## src/bmq_pkg.sv

```systemverilog
// ----------------------------------------------------------------------------
// bmq_pkg: shared types and constants of the message queue pair
// Operation codes, field widths, sequencer states, the ram entry record and
// the request and result records passed between sequencer and top level.
// ----------------------------------------------------------------------------
package bmq_pkg;

   localparam int QUEUE_DEPTH_DEFAULT = 16;
   localparam int CONN_W              = 16;
   localparam int SEQ_W               = 32;
   localparam int HANDLE_W            = 32;
   localparam int LIMIT_W             = 5;
   localparam int DRAIN_W             = 5;
   localparam int DROP_W              = 32;
   localparam int OP_W                = 2;

   localparam logic [LIMIT_W-1:0] LIMIT_RESET  = 5'd16;
   localparam logic [DRAIN_W-1:0] RESULT_BOUND = 5'd16;

   localparam logic [OP_W-1:0] OP_ENQ_OUT   = 2'd0;
   localparam logic [OP_W-1:0] OP_ENQ_IN    = 2'd1;
   localparam logic [OP_W-1:0] OP_DRAIN_OUT = 2'd2;
   localparam logic [OP_W-1:0] OP_DRAIN_IN  = 2'd3;

   localparam logic Q_OUT = 1'b0;
   localparam logic Q_IN  = 1'b1;

   typedef enum logic [1:0] {
      ST_IDLE,
      ST_READ,
      ST_EVAL,
      ST_FLUSH
   } state_type;

   typedef struct packed {
      logic [CONN_W-1:0]   dest;
      logic [SEQ_W-1:0]    seq;
      logic [HANDLE_W-1:0] handle;
   } entry_type;

   localparam int ENTRY_W = $bits(entry_type);

   typedef struct packed {
      logic [OP_W-1:0]     operation;
      logic [CONN_W-1:0]   dest_conn;
      logic [SEQ_W-1:0]    msg_seq_in;
      logic [HANDLE_W-1:0] msg_handle;
      logic [DRAIN_W-1:0]  drain_max;
   } req_type;

   typedef struct packed {
      logic                accepted;
      logic                has_msg;
      logic [CONN_W-1:0]   out_dest;
      logic [SEQ_W-1:0]    out_seq;
      logic [HANDLE_W-1:0] out_handle;
      logic                last_of_run;
      logic [DROP_W-1:0]   drop_total;
   } result_type;

endpackage

```

## src/bmq_req_if.sv

```systemverilog
// ----------------------------------------------------------------------------
// bmq_req_if: request channel of the message queue pair
// Valid/ready channel carrying one queue operation per request.
// ----------------------------------------------------------------------------
interface bmq_req_if;
   logic                          valid;
   logic                          ready;
   logic [bmq_pkg::OP_W-1:0]      operation;
   logic [bmq_pkg::CONN_W-1:0]    dest_conn;
   logic [bmq_pkg::SEQ_W-1:0]     msg_seq_in;
   logic [bmq_pkg::HANDLE_W-1:0]  msg_handle;
   logic [bmq_pkg::DRAIN_W-1:0]   drain_max;

   modport source (output valid, operation, dest_conn, msg_seq_in, msg_handle, drain_max,
                   input ready);
   modport sink   (input valid, operation, dest_conn, msg_seq_in, msg_handle, drain_max,
                   output ready);
endinterface

```

## src/bmq_rsp_if.sv

```systemverilog
// ----------------------------------------------------------------------------
// bmq_rsp_if: result channel of the message queue pair
// Valid/ready channel carrying one result record per transfer.
// ----------------------------------------------------------------------------
interface bmq_rsp_if;
   logic                          valid;
   logic                          ready;
   logic                          accepted;
   logic                          has_msg;
   logic [bmq_pkg::CONN_W-1:0]    out_dest;
   logic [bmq_pkg::SEQ_W-1:0]     out_seq;
   logic [bmq_pkg::HANDLE_W-1:0]  out_handle;
   logic                          last_of_run;
   logic [bmq_pkg::DROP_W-1:0]    drop_total;

   modport source (output valid, accepted, has_msg, out_dest, out_seq, out_handle,
                   last_of_run, drop_total, input ready);
   modport sink   (input valid, accepted, has_msg, out_dest, out_seq, out_handle,
                   last_of_run, drop_total, output ready);
endinterface

```

## src/bounded_message_queue_pair.sv

```systemverilog
// ----------------------------------------------------------------------------
// bounded_message_queue_pair: outgoing and incoming bounded message queues
// Two queues sharing one capacity register and a saturating drop counter,
// with filtered drains that close up the remaining entries in order.
// ----------------------------------------------------------------------------
// usage
//   req_if carries one request: enqueue outgoing, enqueue incoming,
//   drain outgoing (filtered by dest_conn, 0 means any) or drain incoming
//   rsp_if returns the results of that request, last_of_run on the final one
//   csr_write_en / csr_write_data set the shared queue limit (reset 16)
// timing
//   an enqueue is held as the pending result, then passed to the result register
//   a drain walks the chosen queue one entry at a time (ram read, then
//   compare and close-up), up to QUEUE_DEPTH entries
//   req_if.ready is high only while the sequencer is idle
// reset
//   both queues empty, sequence number and drop counter zero, limit 16;
//   no ram clearing pass, entries are only read below the fill counts
// stalls
//   a stalled receiver holds the result register; the walk pauses on the
//   next match until the held result has gone, so nothing is lost
// ----------------------------------------------------------------------------
module bounded_message_queue_pair #(
   parameter int QUEUE_DEPTH = bmq_pkg::QUEUE_DEPTH_DEFAULT
) (
   input  logic                          clock,
   input  logic                          reset,
   bmq_req_if.sink                       req_if,
   bmq_rsp_if.source                     rsp_if,
   input  logic                          csr_write_en,
   input  logic [bmq_pkg::LIMIT_W-1:0]   csr_write_data
);

   // one ram holds both queues: top address bit selects the queue
   localparam int IW        = $clog2(QUEUE_DEPTH);
   localparam int AW        = IW + 1;
   localparam int RAM_DEPTH = 2 ** AW;

   logic [bmq_pkg::LIMIT_W-1:0]   limit_ff, limit_in;
   logic                          out_vld_ff, out_vld_in;
   bmq_pkg::result_type           out_data_ff, out_data_in;

   bmq_pkg::req_type              req_data;
   logic                          ram_wr_en;
   logic [AW-1:0]                 ram_wr_addr;
   logic [bmq_pkg::ENTRY_W-1:0]   ram_wr_data;
   logic                          ram_rd_en;
   logic [AW-1:0]                 ram_rd_addr;
   logic [bmq_pkg::ENTRY_W-1:0]   ram_rd_data;
   logic                          push_valid;
   bmq_pkg::result_type           push_data;
   logic                          push_ready;

   // request payload gathered into one record
   assign req_data.operation  = req_if.operation;
   assign req_data.dest_conn  = req_if.dest_conn;
   assign req_data.msg_seq_in = req_if.msg_seq_in;
   assign req_data.msg_handle = req_if.msg_handle;
   assign req_data.drain_max  = req_if.drain_max;

   bmq_seq #(
      .QUEUE_DEPTH (QUEUE_DEPTH)
   ) u_seq (
      .clock       (clock),
      .reset       (reset),
      .req_valid   (req_if.valid),
      .req_data    (req_data),
      .req_ready   (req_if.ready),
      .queue_limit (limit_ff),
      .ram_wr_en   (ram_wr_en),
      .ram_wr_addr (ram_wr_addr),
      .ram_wr_data (ram_wr_data),
      .ram_rd_en   (ram_rd_en),
      .ram_rd_addr (ram_rd_addr),
      .ram_rd_data (ram_rd_data),
      .push_valid  (push_valid),
      .push_data   (push_data),
      .push_ready  (push_ready)
   );

   bmq_ram #(
      .WIDTH (bmq_pkg::ENTRY_W),
      .DEPTH (RAM_DEPTH)
   ) u_ram (
      .clock   (clock),
      .wr_en   (ram_wr_en),
      .wr_addr (ram_wr_addr),
      .wr_data (ram_wr_data),
      .rd_en   (ram_rd_en),
      .rd_addr (ram_rd_addr),
      .rd_data (ram_rd_data)
   );

   // limit register, to be written only while idle; the block itself does not enforce this
   assign limit_in = csr_write_en ? csr_write_data : limit_ff;

   // result register: takes a new result when empty or being emptied
   assign push_ready = !out_vld_ff || rsp_if.ready;

   always_comb begin
      out_vld_in  = out_vld_ff;
      out_data_in = out_data_ff;
      if (push_valid && push_ready) begin
         out_vld_in  = 1'b1;
         out_data_in = push_data;
      end else if (rsp_if.ready) begin
         out_vld_in = 1'b0;
      end
   end

   always_ff @(posedge clock) begin
      if (reset) begin
         limit_ff   <= bmq_pkg::LIMIT_RESET;
         out_vld_ff <= 1'b0;
      end else begin
         limit_ff   <= limit_in;
         out_vld_ff <= out_vld_in;
      end
   end

   always_ff @(posedge clock) begin
      out_data_ff <= out_data_in;
   end

   assign rsp_if.valid       = out_vld_ff;
   assign rsp_if.accepted    = out_data_ff.accepted;
   assign rsp_if.has_msg     = out_data_ff.has_msg;
   assign rsp_if.out_dest    = out_data_ff.out_dest;
   assign rsp_if.out_seq     = out_data_ff.out_seq;
   assign rsp_if.out_handle  = out_data_ff.out_handle;
   assign rsp_if.last_of_run = out_data_ff.last_of_run;
   assign rsp_if.drop_total  = out_data_ff.drop_total;

endmodule

```

## src/bmq_ram.sv

```systemverilog
// ----------------------------------------------------------------------------
// bmq_ram: generic single write, single read RAM
// One write port and one read port with registered read data.
// ----------------------------------------------------------------------------
module bmq_ram #(
   parameter int WIDTH = 8,
   parameter int DEPTH = 16
) (
   input  logic                     clock,
   input  logic                     wr_en,
   input  logic [$clog2(DEPTH)-1:0] wr_addr,
   input  logic [WIDTH-1:0]         wr_data,
   input  logic                     rd_en,
   input  logic [$clog2(DEPTH)-1:0] rd_addr,
   output logic [WIDTH-1:0]         rd_data
);

   logic [WIDTH-1:0] mem_ff [DEPTH];
   logic [WIDTH-1:0] rd_data_ff;

   always_ff @(posedge clock) begin
      if (wr_en) begin
         mem_ff[wr_addr] <= wr_data;
      end
      if (rd_en) begin
         rd_data_ff <= mem_ff[rd_addr];
      end
   end

   assign rd_data = rd_data_ff;

endmodule

```

## src/bmq_seq.sv

```systemverilog
// ----------------------------------------------------------------------------
// bmq_seq: sequencer of the message queue pair
// Handles enqueues and walks one queue entry at a time on a drain,
// emitting matches and closing up the kept entries in place.
// ----------------------------------------------------------------------------
module bmq_seq #(
   parameter int QUEUE_DEPTH = bmq_pkg::QUEUE_DEPTH_DEFAULT,
   localparam int IW = $clog2(QUEUE_DEPTH),
   localparam int AW = IW + 1
) (
   input  logic                          clock,
   input  logic                          reset,
   input  logic                          req_valid,
   input  bmq_pkg::req_type              req_data,
   output logic                          req_ready,
   input  logic [bmq_pkg::LIMIT_W-1:0]   queue_limit,
   output logic                          ram_wr_en,
   output logic [AW-1:0]                 ram_wr_addr,
   output logic [bmq_pkg::ENTRY_W-1:0]   ram_wr_data,
   output logic                          ram_rd_en,
   output logic [AW-1:0]                 ram_rd_addr,
   input  logic [bmq_pkg::ENTRY_W-1:0]   ram_rd_data,
   output logic                          push_valid,
   output bmq_pkg::result_type           push_data,
   input  logic                          push_ready
);

   localparam int CW = $clog2(QUEUE_DEPTH + 1);
   localparam int LW = (CW > bmq_pkg::LIMIT_W) ? CW : bmq_pkg::LIMIT_W;

   bmq_pkg::state_type state_ff, state_in;

   logic [CW-1:0]                  cnt_ff [2];
   logic [CW-1:0]                  cnt_in [2];
   logic                           q_ff, q_in;
   logic [bmq_pkg::CONN_W-1:0]     dest_ff, dest_in;
   logic [bmq_pkg::DRAIN_W-1:0]    maxn_ff, maxn_in;
   logic [IW-1:0]                  idx_ff, idx_in;
   logic [IW-1:0]                  kept_ff, kept_in;
   logic [bmq_pkg::DRAIN_W-1:0]    n_ff, n_in;
   bmq_pkg::result_type            pend_ff, pend_in;
   logic                           pend_vld_ff, pend_vld_in;
   logic [bmq_pkg::SEQ_W-1:0]      seq_ff, seq_in;
   logic [bmq_pkg::DROP_W-1:0]     drop_ff, drop_in;

   logic                           req_q;
   logic                           req_enq;
   logic [CW-1:0]                  cur_cnt;
   logic                           cap_full;
   logic [bmq_pkg::DRAIN_W-1:0]    req_maxn;
   bmq_pkg::entry_type             entry;
   logic                           hit;
   logic                           take;
   logic                           stall;
   logic                           last_idx;

   // decode of the incoming request
   assign req_q   = (req_data.operation == bmq_pkg::OP_ENQ_IN) ||
                    (req_data.operation == bmq_pkg::OP_DRAIN_IN);
   assign req_enq = (req_data.operation == bmq_pkg::OP_ENQ_OUT) ||
                    (req_data.operation == bmq_pkg::OP_ENQ_IN);
   assign cur_cnt = cnt_ff[req_q];
   assign cap_full = (cur_cnt >= CW'(QUEUE_DEPTH)) ||
                     (LW'(cur_cnt) >= LW'(queue_limit));
   assign req_maxn = (req_data.drain_max > bmq_pkg::RESULT_BOUND) ?
                     bmq_pkg::RESULT_BOUND : req_data.drain_max;

   // shared compare unit for the walk
   assign entry    = bmq_pkg::entry_type'(ram_rd_data);
   assign hit      = (q_ff == bmq_pkg::Q_IN) || (dest_ff == '0) || (entry.dest == dest_ff);
   assign take     = hit && (n_ff < maxn_ff);
   assign stall    = take && pend_vld_ff && !push_ready;
   assign last_idx = ((CW'(idx_ff) + CW'(1)) == cnt_ff[q_ff]);

   // next state
   always_comb begin
      state_in = state_ff;
      unique case (state_ff)
         bmq_pkg::ST_IDLE: begin
            if (req_valid) begin
               if (req_enq || (cur_cnt == '0)) begin
                  state_in = bmq_pkg::ST_FLUSH;
               end else begin
                  state_in = bmq_pkg::ST_READ;
               end
            end
         end
         bmq_pkg::ST_READ: begin
            state_in = bmq_pkg::ST_EVAL;
         end
         bmq_pkg::ST_EVAL: begin
            if (!stall) begin
               state_in = last_idx ? bmq_pkg::ST_FLUSH : bmq_pkg::ST_READ;
            end
         end
         bmq_pkg::ST_FLUSH: begin
            if (push_ready) begin
               state_in = bmq_pkg::ST_IDLE;
            end
         end
         default: state_in = bmq_pkg::ST_IDLE;
      endcase
   end

   // outputs
   always_comb begin
      req_ready   = 1'b0;
      ram_wr_en   = 1'b0;
      ram_wr_addr = {q_ff, kept_ff};
      ram_wr_data = ram_rd_data;
      ram_rd_en   = 1'b0;
      ram_rd_addr = {q_ff, idx_ff};
      push_valid  = 1'b0;
      push_data   = pend_ff;
      push_data.last_of_run = 1'b0;
      push_data.drop_total  = drop_ff;
      unique case (state_ff)
         bmq_pkg::ST_IDLE: begin
            req_ready   = 1'b1;
            ram_wr_en   = req_valid && req_enq && !cap_full;
            ram_wr_addr = {req_q, cur_cnt[IW-1:0]};
            ram_wr_data = {req_data.dest_conn,
                           (req_q == bmq_pkg::Q_IN) ? req_data.msg_seq_in : seq_ff,
                           req_data.msg_handle};
         end
         bmq_pkg::ST_READ: begin
            ram_rd_en = 1'b1;
         end
         bmq_pkg::ST_EVAL: begin
            ram_wr_en  = !take;
            push_valid = take && pend_vld_ff;
         end
         bmq_pkg::ST_FLUSH: begin
            push_valid = 1'b1;
            if (!pend_vld_ff) begin
               push_data = '0;
               push_data.drop_total = drop_ff;
            end
            push_data.last_of_run = 1'b1;
         end
         default: begin
            req_ready = 1'b0;
         end
      endcase
   end

   // datapath next values
   always_comb begin
      cnt_in[0]   = cnt_ff[0];
      cnt_in[1]   = cnt_ff[1];
      q_in        = q_ff;
      dest_in     = dest_ff;
      maxn_in     = maxn_ff;
      idx_in      = idx_ff;
      kept_in     = kept_ff;
      n_in        = n_ff;
      pend_in     = pend_ff;
      pend_vld_in = pend_vld_ff;
      seq_in      = seq_ff;
      drop_in     = drop_ff;
      if ((state_ff == bmq_pkg::ST_IDLE) && req_valid) begin
         q_in    = req_q;
         dest_in = req_data.dest_conn;
         maxn_in = req_maxn;
         idx_in  = '0;
         kept_in = '0;
         n_in    = '0;
         pend_in = '0;
         if (req_enq) begin
            pend_vld_in = 1'b1;
            if (cap_full) begin
               if (drop_ff != '1) begin
                  drop_in = drop_ff + 1'b1;
               end
            end else begin
               cnt_in[req_q]    = cur_cnt + 1'b1;
               pend_in.accepted = 1'b1;
               if (req_q == bmq_pkg::Q_IN) begin
                  pend_in.out_seq = req_data.msg_seq_in;
               end else begin
                  pend_in.out_seq = seq_ff;
                  seq_in          = seq_ff + 1'b1;
               end
            end
         end else begin
            pend_vld_in = 1'b0;
         end
      end else if ((state_ff == bmq_pkg::ST_EVAL) && !stall) begin
         if (take) begin
            pend_in             = '0;
            pend_in.has_msg     = 1'b1;
            pend_in.out_dest    = entry.dest;
            pend_in.out_seq     = entry.seq;
            pend_in.out_handle  = entry.handle;
            pend_vld_in         = 1'b1;
            n_in                = n_ff + 1'b1;
         end else begin
            kept_in = kept_ff + 1'b1;
         end
         idx_in = idx_ff + 1'b1;
         if (last_idx) begin
            cnt_in[q_ff] = CW'(kept_ff) + CW'(!take);
         end
      end
   end

   always_ff @(posedge clock) begin
      if (reset) begin
         state_ff    <= bmq_pkg::ST_IDLE;
         cnt_ff[0]   <= '0;
         cnt_ff[1]   <= '0;
         pend_vld_ff <= 1'b0;
         seq_ff      <= '0;
         drop_ff     <= '0;
      end else begin
         state_ff    <= state_in;
         cnt_ff[0]   <= cnt_in[0];
         cnt_ff[1]   <= cnt_in[1];
         pend_vld_ff <= pend_vld_in;
         seq_ff      <= seq_in;
         drop_ff     <= drop_in;
      end
   end

   always_ff @(posedge clock) begin
      q_ff    <= q_in;
      dest_ff <= dest_in;
      maxn_ff <= maxn_in;
      idx_ff  <= idx_in;
      kept_ff <= kept_in;
      n_ff    <= n_in;
      pend_ff <= pend_in;
   end

endmodule

```

## src/flat_wrapper.sv

```systemverilog
// flat-port wrapper written by rule: the top's interface ports become plain ports
module bounded_message_queue_pair_flat 
#(
   parameter int QUEUE_DEPTH = bmq_pkg::QUEUE_DEPTH_DEFAULT
)
  (clock, reset, csr_write_en, csr_write_data, req_if_valid, req_if_operation, req_if_dest_conn, req_if_msg_seq_in, req_if_msg_handle, req_if_drain_max, req_if_ready, rsp_if_valid, rsp_if_accepted, rsp_if_has_msg, rsp_if_out_dest, rsp_if_out_seq, rsp_if_out_handle, rsp_if_last_of_run, rsp_if_drop_total, rsp_if_ready);
  bmq_req_if req_if_i ();
  bmq_rsp_if rsp_if_i ();
  input  logic clock;
  input  logic reset;
  input  logic csr_write_en;
  input  logic [bmq_pkg::LIMIT_W-1:0] csr_write_data;
  input wire logic [$bits(req_if_i.valid)-1:0] req_if_valid;
  input wire logic [$bits(req_if_i.operation)-1:0] req_if_operation;
  input wire logic [$bits(req_if_i.dest_conn)-1:0] req_if_dest_conn;
  input wire logic [$bits(req_if_i.msg_seq_in)-1:0] req_if_msg_seq_in;
  input wire logic [$bits(req_if_i.msg_handle)-1:0] req_if_msg_handle;
  input wire logic [$bits(req_if_i.drain_max)-1:0] req_if_drain_max;
  output wire logic [$bits(req_if_i.ready)-1:0] req_if_ready;
  output wire logic [$bits(rsp_if_i.valid)-1:0] rsp_if_valid;
  output wire logic [$bits(rsp_if_i.accepted)-1:0] rsp_if_accepted;
  output wire logic [$bits(rsp_if_i.has_msg)-1:0] rsp_if_has_msg;
  output wire logic [$bits(rsp_if_i.out_dest)-1:0] rsp_if_out_dest;
  output wire logic [$bits(rsp_if_i.out_seq)-1:0] rsp_if_out_seq;
  output wire logic [$bits(rsp_if_i.out_handle)-1:0] rsp_if_out_handle;
  output wire logic [$bits(rsp_if_i.last_of_run)-1:0] rsp_if_last_of_run;
  output wire logic [$bits(rsp_if_i.drop_total)-1:0] rsp_if_drop_total;
  input wire logic [$bits(rsp_if_i.ready)-1:0] rsp_if_ready;
  assign req_if_i.valid = req_if_valid;
  assign req_if_i.operation = req_if_operation;
  assign req_if_i.dest_conn = req_if_dest_conn;
  assign req_if_i.msg_seq_in = req_if_msg_seq_in;
  assign req_if_i.msg_handle = req_if_msg_handle;
  assign req_if_i.drain_max = req_if_drain_max;
  assign req_if_ready = req_if_i.ready;
  assign rsp_if_valid = rsp_if_i.valid;
  assign rsp_if_accepted = rsp_if_i.accepted;
  assign rsp_if_has_msg = rsp_if_i.has_msg;
  assign rsp_if_out_dest = rsp_if_i.out_dest;
  assign rsp_if_out_seq = rsp_if_i.out_seq;
  assign rsp_if_out_handle = rsp_if_i.out_handle;
  assign rsp_if_last_of_run = rsp_if_i.last_of_run;
  assign rsp_if_drop_total = rsp_if_i.drop_total;
  assign rsp_if_i.ready = rsp_if_ready;
  bounded_message_queue_pair #(.QUEUE_DEPTH(QUEUE_DEPTH)) u_core (.clock(clock), .reset(reset), .req_if(req_if_i), .rsp_if(rsp_if_i), .csr_write_en(csr_write_en), .csr_write_data(csr_write_data));
endmodule
```

## config.mk

```make
export PLATFORM = sky130hd
export DESIGN_NAME = bounded_message_queue_pair_flat
export DESIGN_NICKNAME = d
export VERILOG_FILES = /design/src/bmq_pkg.sv /design/src/bmq_req_if.sv /design/src/bmq_rsp_if.sv /design/src/bounded_message_queue_pair.sv /design/src/bmq_ram.sv /design/src/bmq_seq.sv /design/src/flat_wrapper.sv
export SDC_FILE = /design/constraint.sdc
export NUM_CORES = 2
export LEC_CHECK = 0
export BUFFER_PORTS_ARGS = -buffer_cell sky130_fd_sc_hd__buf_2
export CAP_MARGIN = 20
export CORE_ASPECT_RATIO = 1.1
export CORE_MARGIN = 2
export CORE_UTILIZATION = 50
export DETAILED_ROUTE_END_ITERATION = 12
export PLACE_DENSITY = 0.76
export SLEW_MARGIN = 5
export SYNTH_ARGS = -nofsm -noshare
export SYNTH_HDL_FRONTEND = slang
export SYNTH_SLANG_ARGS = --single-unit
export TNS_END_PERCENT = 1
```

## constraint.sdc

```tcl
create_clock -name clock -period 7.66 [get_ports clock]
set_input_delay 0 -clock clock [delete_from_list [all_inputs] [get_ports clock]]
set_output_delay 0 -clock clock [all_outputs]
set_load 0.05 [all_outputs]
```

After elaboration in Yosys (flattened, before gate mapping)
Memories as Yosys holds them, arrays and structs flattened. A register that Yosys moved wholly into a read port is not among the register bits.
Index checks and enable logic that the tools add are counted.
W data, S select, Z words.
- register bits after elaboration: 305
- bits in writable memories: 2570
- output and inout port bits: 117
- memories kept: 2
- add/subtract/negate cells: 8
- magnitude comparators: 8
- equality and inequality tests: 11
- muxes and demuxes: 47
- bitwise logic cells: 7
- reduce and logical (&&, ||, !) cells: 35
- memory list (memory ; words ; width ; rd ports ; clocked after Yosys merged registers in ; write ports ; RTL line ; RTL):
    u_core.u_ram.mem_ff ; 32 ; 80 ; 1 ; 1 ; 1 ; bmq_ram.sv:18 ; logic [WIDTH-1:0] mem_ff [DEPTH];
    u_core.u_seq.cnt_ff ; 2 ; 5 ; 4 ; 1 ; 2 ; bmq_seq.sv:33 ; logic [CW-1:0] cnt_ff [2];
- operators by type and width (kind ; count):
    $mux W115 ; 5
    $mux W32 ; 3
    $mux W80 ; 1
    $add A32 B1 Y32 const B ; 2
    $mux W10 ; 5
    $ne A32 B32 Y1 const B ; 1
    $mux W5 ; 5
    $bwmux W10 ; 2
    $eq A16 B16 Y1 ; 1
    $logic_not A16 Y1 ; 1
    $mux W1 ; 16
    $add A5 B1 Y5 const B ; 2
    $demux W5 S1 ; 2
    $logic_and A1 B1 Y1 ; 10
    $mux W2 ; 5
    $add A4 B1 Y4 const B ; 2
    $pmux W2 S4 ; 1
    $reduce_and A4 Y1 ; 2
    $logic_or A1 B1 Y1 ; 7
    $eq A2 B2 Y1 const B ; 3
    $reduce_and A2 Y1 ; 3
    $reduce_bool A2 Y1 ; 3
    $add A4 B1 Y5 ; 1
    $add A4 B1 Y5 const B ; 1
    18 further kinds ; 32

Depth between registers and ports, before layout
- depth in word-level cells: 12
- gate-level depth with buffers: 14

By module
A second synthesis with hierarchy kept.
- cell total of the unflattened synthesis: 6039
- area total of the unflattened synthesis: 113965.6 um2
- modules (own cells, without submodules) (module ; times used ; cells an instance ; area each (um2) ; sequential area each (um2)):
    bmq_ram ; 1 ; 4682 ; 99689.4 ; 79276.0
    bmq_seq ; 1 ; 1221 ; 10597.7 ; 4454.3
    bounded_message_queue_pair ; 1 ; 136 ; 3678.5 ; 3573.4

Worst setup path before layout
Ideal clock, no wire load.
- kind: register -> register
- from: register u_core.u_seq.maxn_ff[3] in the netlist's numbering
- to: register u_core.out_data_ff (netlist bit u_core.rsp_if.accepted), enable pin
- setup time: 0.590 ns
- arrival time: 6.257 ns
- slack: 0.812 ns
- cell stages (with the launch flop): 9
- path buffers: 0
- period minus slack after synthesis: 6.848 ns
- path through: edfxtp_1 > inv_1 > ha_1 > a211oi_1 > o21ai_0 > and2_1 > a21oi_1 > a31oi_1 > nor2_1
- cells in the longest elaborated chain, start to end: 5
- RTL lines (what ; RTL line ; RTL):
    start, declared ; bmq_seq.sv:37 ; logic [bmq_pkg::DRAIN_W-1:0] maxn_ff, maxn_in;
    start signal, assigned ; bmq_seq.sv:228 ; maxn_ff <= maxn_in;
    $lt A5 B5 Y1 ; bmq_seq.sv:71 ; assign take = hit && (n_ff < maxn_ff);
    $logic_and A1 B1 Y1 ; bmq_seq.sv:71 ;
    $logic_and A1 B1 Y1 ; bmq_seq.sv:131 ; push_valid = take && pend_vld_ff;
    $pmux W1 S2 ; bmq_seq.sv:117 ; unique case (state_ff)
    $logic_and A1 B1 Y1 ; bounded_message_queue_pair.sv:103 ; if (push_valid && push_ready) begin
    end signal, assigned ; bounded_message_queue_pair.sv:122 ; out_data_ff <= out_data_in;
    end, declared ; bounded_message_queue_pair.sv:41 ; bmq_pkg::result_type out_data_ff, out_data_in;
Every way passes these cells.
A chain may end at the register's enable or synchronous reset.

Worst setup path after layout
- from: register u_core.u_seq.state_ff[1]
- to: memory u_core.u_ram.mem_ff[13][77] in the netlist's numbering, enable pin
- cells in the longest elaborated chain, start to end: 4
- elaborated cells between the ends (all ways): 6
- those cells by class: eq/ne (1); mux (4); reduce/logical (1)
- RTL lines (what ; RTL line ; RTL):
    start, declared ; bmq_seq.sv:31 ; bmq_pkg::state_type state_ff, state_in;
    start signal, assigned ; bmq_seq.sv:209 ; state_ff <= bmq_pkg::ST_IDLE;
    start signal, assigned ; bmq_seq.sv:216 ; state_ff <= state_in;
    $eq A2 B2 Y1 or $logic_not A2 Y1 (tied branches) ; bmq_seq.sv:117 ;
    $pmux W1 S2 ; bmq_seq.sv:117 ;
    $mux W1 ; bmq_ram.sv:22 ; if (wr_en) begin
    $mux W1 (implied by the code) ; bmq_ram.sv:23 ; mem_ff[wr_addr] <= wr_data;
    end, declared ; bmq_ram.sv:18 ;
Several ways; a longest one is shown, not always the timed one.

==> reports/metrics.yaml <==
status: "finished, final reports clean"
cp-end-kind: "flip-flop"
ys_ff_latch: 2956
hold_start: "req_if_msg_seq_in[8]"
fill_cells: 15546
place_congestion: 0.8535
synth_top_cell_area_share_pct: 74.39
layout.nets: 5750
ctsRootBufferMaster: "clkbuf_16"
worst-path-buf-inv: 2
cts_resized: 0
cts_buffers: 301
cts.clk_slew.worst_paths_ns: 0.06
slowest_stage: "nor2_4"
crit_cells: 9
worstHoldPathCells: 3
critPathKind: "reg2reg"
grt_pass1_wl_mm: 432.5
ys_warn_count: 0
async_reset_ff_share_pct: 0
io_pins: 214
dr.pass1.iters: 8
regArea_sq_mm: 0.08732
core_area_sq_mm: 0.2258
setup_violations: 0
cts_setup_buffers: 0
synth-compound-area-share_pct: 0.8483
die-area_sq_mm: 0.2307
rsz0062_at_grt: "false"
synth-simple-area-share_pct: 2.710
dpl_worst_slack_ns: 2.020
fin_ws_ns: 1.908
netlist_area_sq_mm: 0.1134
ys.flop_type: "edfxtp_1"
finalHoldViolCount: 0
max_freq_mhz: 173.9
synth_edf_count: 2810
holdBufCountCts: 123
cpPeakStageDelay_ns: 1.19
yosys-top-cells-area: "edfxtp_1 (74%), mux4_2 (16%), dfxtp_1 (2.6%)"
crit_fanout: 53
reg2reg_from: "u_core.u_seq.state_ff[1]"
syn_inst: 5145
via_per_inst: 6.504
maxSlewViolCount: 0
worst_pin_slew_ns: 1.227
crit_required_ns: 8.22
fp-row-count: 183
period_minus_slack_ns: 5.752
layout_commonest_cell: "edfxtp_1"
drc: 0
antenna_left: 0
critPathArrivalTime_ns: 6.31
wl_per_cell_microns: 34.55
power.density_mw_per_mm2: 363.4
gr-total-overflow: 0
placedCellCount: 8165
ys_types: 58
multi_input_area_sq_mm: 0.02553
drtIter0Drc: 8580
cts.sinks: 2956
cts_buffer_depth: 4
p_leak_nw: 40.60
skew_ns: 0.08733
mostFrequentLayoutCells: "edfxtp_1 (2810), mux4_2 (800), clkbuf_16 (305)"
dp_hpwl_mm: 171.9
grt_antenna_before_repair: 23
cts_max_level: 5
drt_wl_total_mm: 304.7
synth_nets: 5260
ir_drop_mv: 0.3020
yosys.area.top_type: "edfxtp_1"
fin_crit_sh_pct: 75.09
avgSynthCellArea_sq_um: 22.05
start_kind: "flip-flop"
hold_class: "in2reg"
muxShareOfSynthArea_pct: 17.63
clock_latency_ns: 0.98
grt_pass1_vias: 57241
synth_xor_area_share_pct: 0.6299
drive_above_1_share_pct: 29.46
critical_path.top_delay_family: "simple AND/OR/NAND/NOR gates"
num_vias: 57363
worstRegToRegCells: 9
synth_top_family_by_area: "multiplexers"
slew_headroom_pct: 18.04
path_cells: "nor2_4 -> nand2_4 -> inv_4 -> nand2b_2 -> a211o_1 -> o21ai_0 -> nand3_1 -> nor2_4 -> buf_4"
cap_violations: 0
start_util_pct: 50.24
dieHeight_microns: 503.5
cp_common_cell: "nor2_4"
grt_start_max_net_pins: 144
synth-seq-area-share_pct: 76.97
port_buffers: 213
synth_fa_ha_area_share_pct: 0.1986
area_growth_syn_to_layout_pct: 14.36
grt_usage_pct: 26.45
tns_ns: 0
cts_tree: "built"
stdcell_count: 8819
fp.dieW_microns: 458.1
critPathLaunch: "u_core.u_seq.state_ff[1]"
-- worst paths after layout --
check,endpoint,slack (ns)
worst max-delay path,u_core.u_ram.mem_ff[13][77],1.91
worst min-delay path,u_core.u_ram.mem_ff[24][40],0.05
worst max register to register,u_core.u_ram.mem_ff[13][77],1.91
worst min register to register,u_core.rsp_if.drop_total[21],0.48
-- area by class of cell --
type	instances	share of cell area, %
antenna	7	0.01350
clock buffer	368	6.112
clock inverter	152	1.071
inverter	29	0.09163
multi-input combinational	1887	19.68
sequential	2956	67.31
tap	2960	2.855
timing repair buffer	460	2.861
-- metal layers --
metal | global-route usage, % | vias up | part of all wire (%)
met4 | 12.12 | 22 | 5.1
li1 | - | 22351 | -
met1 | 34.57 | 29960 | 35
met5 | 0 | - | 0.052
met2 | 43.03 | 4351 | 49
met3 | 5.623 | 679 | 11
-- per-stage QoR --
| stage | power, mW | hold slack [ns] | area (sq um) | utilization [%] |
|---|---|---|---|---|
| 2_1_floorplan | 28.40 | 0.09887 | 113400 | - |
| 3_3_place_gp | 32.65 | 0.2727 | 119000 | 52.70 |
| 3_5_place_dp | 32.89 | 0.2736 | 119100 | 52.74 |
| 4_1_cts | 47.13 | 0.01308 | 129600 | 57.41 |
| 5_1_grt | 48.32 | 0.02024 | 129700 | 57.45 |
| 6_report | 47.13 | 0.05004 | 129700 | 57.46 |
-- registers in the layout, indices dropped and copies added (netlist names), 10 cells and up, named ones only --
signal                    cells
u_core.rsp_if.out_handle     32
u_core.u_ram.rd_data         80
u_core.u_seq.seq_ff          32
u_core.u_seq.dest_ff         16
u_core.u_seq.drop_ff         32
u_core.rsp_if.out_dest       16
u_core.u_seq.cnt_ff          10
u_core.u_ram.mem_ff        2560
u_core.rsp_if.drop_total     32
u_core.rsp_if.out_seq        32
u_core.u_seq.pend_ff         82
-- cell families (layout without fill, tap and decap cells) --
group           count (synthesis)  after routing
compound gates                168            168
xor+xnor                       80             80
fa+ha+maj                      18             18
buf+inv                       302           1009
flops                        2956           2956
mux                           987            987
other cells                     0              7
simple gates                  634            634
-- power breakdown --
part | switching, mW | total, mW | internal [mW]
Combinational | 7.58 | 11.9 | 4.35
Clock | 6.04 | 14.2 | 8.13
Sequential | 0.525 | 21.0 | 20.5
Total | 14.2 | 47.1 | 33.0
-- worst min-delay path: cells and delay by family --
kind / cells / cell delay (ns)
compound gates: 1 / 0.27
mux: 1 / 0.39
buf+inv: 1 / 0.14
-- Yosys cell counts (28+ instances only) --
cell type,n
a21oi_1,75
and2_1,93
buf_1,89
clkbuf_1,174
dfxtp_1,146
edfxtp_1,2810
inv_1,28
mux2_2,90
mux2i_1,97
mux4_2,800
nand2_1,186
nand3_1,31
nor2_1,189
o21ai_0,52
xnor2_1,38
xor2_1,41
Power figures use the tool's default switching activity.
